File: src/gcrb_pkg.sv
package gcrb_pkg;

  // CORDIC iteration count (12..32)
  localparam int CORDIC_STAGES = 24;

  // datapath widths
  localparam int ROT_W    = 34;
  localparam int VEC_W    = 56;
  localparam int SQ_STEPS = 31;

  // pipeline positions, counted in registers from the input edge
  localparam int POS_DIST = 2 * CORDIC_STAGES + 46;
  localparam int POS_ELEV = 3 * CORDIC_STAGES + 47;
  localparam int LATENCY  = 3 * CORDIC_STAGES + 49;
  localparam int BZ_LEN   = CORDIC_STAGES + 1;
  localparam int BEAR_LEN = CORDIC_STAGES + 37;
  localparam int DIST_LEN = CORDIC_STAGES + 1;

  // arithmetic constants
  localparam logic [29:0] CORDIC_GAIN  = 30'd652032874;
  localparam logic [31:0] PI_Q30       = 32'd3373259426;
  localparam logic [30:0] RECIP45      = 31'd1527099483;  // floor(2^36/45)
  localparam logic [10:0] RECIP45_LO   = 11'd1456;        // floor(2^16/45)
  localparam logic [28:0] DIST_MAX     = 29'h1FFFFFFF;
  localparam logic [22:0] RADIUS_RESET = 23'd6371000;
  localparam logic [60:0] Q60_ONE      = 61'h1000000000000000;

  // atan(2^-k) as binary angle, 2^32 per turn
  localparam logic [31:0] ATAN_BAM [32] = '{
    32'd536870912, 32'd316933406, 32'd167458907, 32'd85004756, 32'd42667331,
    32'd21354465, 32'd10679838, 32'd5340245, 32'd2670163, 32'd1335087,
    32'd667544, 32'd333772, 32'd166886, 32'd83443, 32'd41722, 32'd20861,
    32'd10430, 32'd5215, 32'd2608, 32'd1304, 32'd652, 32'd326, 32'd163,
    32'd81, 32'd41, 32'd20, 32'd10, 32'd5, 32'd3, 32'd1, 32'd1, 32'd0
  };

  typedef struct packed {
    logic signed [31:0] c;
    logic signed [31:0] s;
  } sincos_t;

endpackage

File: src/gcrb_isqrt.sv
module gcrb_isqrt (
  input  logic        clk,
  input  logic        en,
  input  logic [60:0] v,
  output logic [30:0] root
);

  localparam int S = gcrb_pkg::SQ_STEPS;

  logic [60:0] rem_s  [S+1];
  logic [61:0] root_s [S+1];
  logic [61:0] trial  [S];
  logic [60:0] rem_nxt  [S];
  logic [61:0] root_nxt [S];
  logic [60:0] rem_r  [S];
  logic [61:0] root_r [S];

  // one result bit per stage, restoring form
  always_comb begin
    rem_s[0]  = v;
    root_s[0] = '0;
    for (int j = 0; j < S; j++) begin
      rem_s[j+1]  = rem_r[j];
      root_s[j+1] = root_r[j];
    end
    for (int j = 0; j < S; j++) begin
      trial[j] = root_s[j] + (62'd1 << (2 * (S - 1 - j)));
      if ({1'b0, rem_s[j]} >= trial[j]) begin
        rem_nxt[j]  = 61'({1'b0, rem_s[j]} - trial[j]);
        root_nxt[j] = (root_s[j] >> 1) + (62'd1 << (2 * (S - 1 - j)));
      end else begin
        rem_nxt[j]  = rem_s[j];
        root_nxt[j] = root_s[j] >> 1;
      end
    end
  end

  always_ff @(posedge clk) begin
    if (en) begin
      for (int j = 0; j < S; j++) begin
        rem_r[j]  <= rem_nxt[j];
        root_r[j] <= root_nxt[j];
      end
    end
  end

  assign root = root_r[S-1][30:0];

endmodule

File: config.mk
export PLATFORM = sky130hd
export DESIGN_NAME = gcrb_isqrt
export DESIGN_NICKNAME = d
export VERILOG_FILES = /design/src/gcrb_pkg.sv /design/src/gcrb_isqrt.sv
export SDC_FILE = /design/constraint.sdc
export NUM_CORES = 2
export LEC_CHECK = 0
export BUFFER_PORTS_ARGS = -buffer_cell sky130_fd_sc_hd__buf_2
export CAP_MARGIN = 20
export CORE_ASPECT_RATIO = 1.4
export CORE_MARGIN = 2
export CORE_UTILIZATION = 53
export DETAILED_ROUTE_END_ITERATION = 7
export PLACE_DENSITY = 0.81
export SLEW_MARGIN = 20
export SYNTH_ARGS = -nofsm -noshare
export SYNTH_HDL_FRONTEND = slang
export SYNTH_SLANG_ARGS = --single-unit
File: constraint.sdc
create_clock -name clk -period 3.3 [get_ports clk]
set_input_delay 0.66 -clock clk [delete_from_list [all_inputs] [get_ports clk]]
set_output_delay 0.66 -clock clk [all_outputs]
set_load 0.02 [all_outputs]
=== Word level (Yosys, flattened, before mapping) ===
Memories as Yosys holds them, arrays and structs flattened.
Cells that the tools add are included.

* Add/sub/neg operators: 91
* Magnitude comparators: 31
* Muxes and demuxes: 64

{| class="wikitable"
|+ Operator list
! operator !! number
|-
| 2-to-1 mux 61 bit || 32
|-
| greater-or-equal comparator 61 x 62 -> 1 bit || 30
|-
| 2-to-1 mux 62 bit || 30
|-
| subtractor 61 bit || 30
|-
| adder 61 x 1 -> 62 bit, second input constant || 1
|-
| adder 61 x 11 -> 62 bit, second input constant || 1
|-
| adder 61 x 13 -> 62 bit, second input constant || 1
|-
| adder 61 x 15 -> 62 bit, second input constant || 1
|-
| adder 61 x 17 -> 62 bit, second input constant || 1
|-
| adder 61 x 19 -> 62 bit, second input constant || 1
|-
| adder 61 x 21 -> 62 bit, second input constant || 1
|-
| adder 61 x 23 -> 62 bit, second input constant || 1
|-
| adder 61 x 25 -> 62 bit, second input constant || 1
|-
| adder 61 x 27 -> 62 bit, second input constant || 1
|-
| adder 61 x 29 -> 62 bit, second input constant || 1
|-
| adder 61 x 3 -> 62 bit, second input constant || 1
|-
| adder 61 x 31 -> 62 bit, second input constant || 1
|-
| adder 61 x 33 -> 62 bit, second input constant || 1
|-
| adder 61 x 35 -> 62 bit, second input constant || 1
|-
| adder 61 x 37 -> 62 bit, second input constant || 1
|-
| adder 61 x 39 -> 62 bit, second input constant || 1
|-
| adder 61 x 41 -> 62 bit, second input constant || 1
|-
| adder 61 x 43 -> 62 bit, second input constant || 1
|-
| adder 61 x 45 -> 62 bit, second input constant || 1
|-
| other kinds (43) || 44
|}

* Register bits: 0
* RAM bits: 3813
* Input bits: 63
* Output and inout bits: 31
* Word-level logic and storage cells: 188
* Memories: 2

{| class="wikitable"
|+ Memory list
! memory !! words !! width !! rd ports !! clocked after memory_dff !! write ports !! line !! RTL
|-
| root_r || 31 || 62 || 31 || 0 || 31 || gcrb_isqrt.sv:16 || <nowiki>logic [61:0] root_r [S];</nowiki>
|-
| rem_r || 31 || 61 || 30 || 0 || 31 || gcrb_isqrt.sv:15 || <nowiki>logic [60:0] rem_r [S];</nowiki>
|}

=== Longest topological paths before layout ===
An unclocked memory read counts as a cell.

* Depth after elaboration: 4
* Gate-level depth with buffers: 15
* Mapped depth without buffers: 14

=== Least setup slack after synthesis ===
No wires, ideal clock.

* Path kind: register to register
* From: mem rem_r[20][31] (netlist: rem_r[1][275])
* To: mem rem_r[21][58] (netlist: rem_r[1][363]) (data pin)
* Library setup time: 267 ps
* Arrival time: 3115 ps
* Required time: 3033 ps
* Slack: -82 ps
* Stages on the path, launching flop included: 13
* Path buffers: 1
* Period minus slack after synthesis: 3382 ps
* Cell sequence: edfxtp_1 -> ha_1 -> a21o_1 -> a21o_1 -> a2111oi_1 -> o31a_1 -> o21ai_0 -> a31oi_1 -> or3b_1 -> or3_1 -> clkbuf_1 -> nor4b_2 -> xor2_1

{| class="wikitable"
|+ RTL lines
! item !! line
|-
| start, declared || gcrb_isqrt.sv:15
|}

==> flow_summary.toml <==
[worst_setup_path]
startpoint_type = "flop"
path_class = "flop to flop"
reg2reg_to = "rem_r[1][236]"
crit_start = "rem_r[1][163]"
worst_ep_arrival_time_ns = 4.25
worst_setup_path_end_kind = "flop"
r2r_start = "rem_r[1][163]"
crit_path_max_fanout = 4
crit_path_end = "rem_r[1][236]"
cp.required_ns = 3.84
reg2regPathDepth = 12
rrSetupSlack_ns = -0.41

[outcome]
violations = "setup timing"
status = "complete, but fails checks"

[pwr]
p_per_area_nw_per_um2 = 662
ir_worst_vdd_mv = 0.637
cellLeakagePower_nw = 54.0
p_total_mw = 92.1

[sta]
clock_skew_ns = 0.153
layout_min_cycle_time_ns = 3.71
rsz0062_at_grt = "yes"
setup_viol = 269
post-route-worst-setup-slack_ns = -0.406
period_share = 1.12
worst_pin_slew_ns = 0.931
hold_viol_final = 0
holdWs_ns = 0.231
relSlewSlack = 0.374
fmax_ghz = 0.270
slew_viol_final = 0

[cells_and_area]
final_cells = 13200
nets = 11000
area_growth_pct = 26.4
drive_above_1_share = 0.263
multi_input_area_um2 = 42500
nFillCells = 12900
postLayoutCoreUtil = 0.675
regArea_um2 = 69800

[worst_hold_path]
hold_depth = 1
hold_path.class = "input port to flop"

[floorplan]
die_y_um = 543
start_util = 0.534
die_area_um2 = 211000
core_um2 = 206000
ios = 94
dieWidth_um = 389
row_count = 197

[yosys]
yosys.area_share.xor_xnor = 0.0629
synth_compound_area_frac = 0.0905
synth-simple-area-share = 0.116
synth_area_leaders = "edfxtp_1, ha_1, xnor2_1"
syn_inst = 8631
synth_top_cell_by_area = "edfxtp_1"
synth_top_family_by_area = "simple AND/OR/NAND/NOR gates"
synth_async_sr_flop_share = 0
synth-adder-area-share = 0.0596
ys_types = 99
synth.area.mux_share = 0.00847
synth-main-ff-cell = "edfxtp_1"
synth_common_cells = "edfxtp_1, inv_1, a21oi_1, nor2_1, nand2_1"
synth_edf_count = 2326
yosysMostFrequentCell = "edfxtp_1"
synth_seq_area_share = 0.635
synthesis.area_um2 = 110000
synth-seq-cells = 2326
syn_nets = 9218
synth.top_cell.area_share = 0.635
avgSynthCellArea_um2 = 12.8
ys_warn_count = 0

[clock_tree]
clock_sinks = 2326
root_buffer = "clkbuf_16"
cts_buffers = 219
insertion_delay_ns = 0.96
clkTransAtPathRegs_ns = 0.07
htreeDepth = 4
cts_tree = "built"
clockBufferDepth = 4

[placed_design]
hpwl_mm = 208
pre_cts_slack_ns = -0.957
port_buffers = 93
globalplace.congestion = 1.02
dp_cells = 12500

[drt]
wl_per_cell_um = 24.0
drt-pass1-iter-count = 8
routed_via_density = 6.02
wl_mm = 318
drtIter0Drc = 5744
drcViolationCount = 0
postRouteAntennaNets = 0
vias = 79700

[run]
max_cap_viol_count = 0

[global_route]
first_global_vias = 82500
grt_use_total = 0.281
overflow = 0
antenna_found_initial = 13
grt_first_pass_wirelength_mm = 454
grt_max_degree = 127
==> placed cells by master (no fill, tap or decap), types with 67 or more instances in the layout <==
cell type,count
mux2_2,67
buf_2,92
buf_6,73
edfxtp_1,2326
nor3_1,167
or3_1,73
xor2_1,357
nand3_1,119
nand4_1,123
nor2_1,508
xnor2_1,414
a21oi_1,507
o21a_1,78
buf_4,1380
inv_1,612
nand2_1,503
clkbuf_16,229
o21ai_0,311
nand2b_1,97
ha_4,78
ha_1,436
nor4_1,226
a21o_1,191
==> metrics by stage <==
step / instance area [µm²] / TNS [ns]
3_5_place_dp: 123000 / -160.69
5_1_grt: 139000 / -59.85
2_1_floorplan: 110000 / 0
6_report: 139000 / -31.15
3_3_place_gp: 123000 / -164.74
4_1_cts: 135000 / -19.31
==> cell type report <==
type,count,share of cell area
inverter,637,0.0174
timing repair buffer,1686,0.100
clock buffer,264,0.0406
tap,2686,0.0242
antenna,9,0.000162
multi-input combinational,5509,0.306
sequential,2326,0.502
clock inverter,127,0.00947
==> where the power goes <==
group / switching (mW) / internal [mW] / total (mW)
sequential: 3.03 / 37.7 / 40.7
clock: 11.2 / 14.1 / 25.2
combinational: 14.1 / 12.0 / 26.1
total: 28.3 / 63.7 / 92.1
==> layer usage <==
metal / track usage / up-vias / share of wire / routed length (µm)
met5: 0 / - / 0.000079 / 25
li1: - / 35800 / - / -
met2: 0.557 / 3690 / 0.55 / 174000
met1: 0.219 / 38600 / 0.28 / 88400
met4: 0.279 / 6 / 0.12 / 38800
met3: 0.0465 / 1680 / 0.052 / 16600
==> worst min-delay path by stage <==
stage | startpoint | to
6_report | en | rem_r[0][728]
3_5_place_dp | rem_r[1][201] | rem_r[1][262]
2_1_floorplan | rem_r[0][330] | rem_r[0][391]
4_1_cts | en | rem_r[0][728]
3_3_place_gp | rem_r[0][558] | rem_r[0][619]
5_1_grt | en | rem_r[0][728]
==> logic make-up after synthesis <==
kind of cell	after synthesis
fa+ha+maj	524
flops	2326
compound gates	1621
xor+xnor	790
mux	84
buf+inv	798
simple gates	2487
other cells	1
==> worst max-delay path, stage by stage (launching register included) <==
cell and delay (ns):
edfxtp_1 0.38, buf_6 0.16, ha_4 0.27, nand4_1 0.11
or4_4 0.59, or4_4 0.54, nor3_4 0.16, buf_12 0.20
nor4_4 0.06, and3_4 0.20, or4b_4 0.53, nor2_4 0.09
xor2_1 0.07
==> state kept, by name, indices dropped and copies added, names as in the netlist <==
name	count
root_r	496
rem_r	1830
==> what timing repair did <==
| item | in CTS | in global routing |
|---|---|---|
| hold endpoints to repair | 61 | 0 |
| setup buffers | 136 | 148 |
| cloned | 14 | 10 |
| pin swaps | 203 | 254 |
| hold buffers | 61 | 0 |
| setup endpoints to repair | 661 | 667 |
| gates resized for setup | 651 | 510 |
Note: power is estimated with default switching activity, not from simulation.
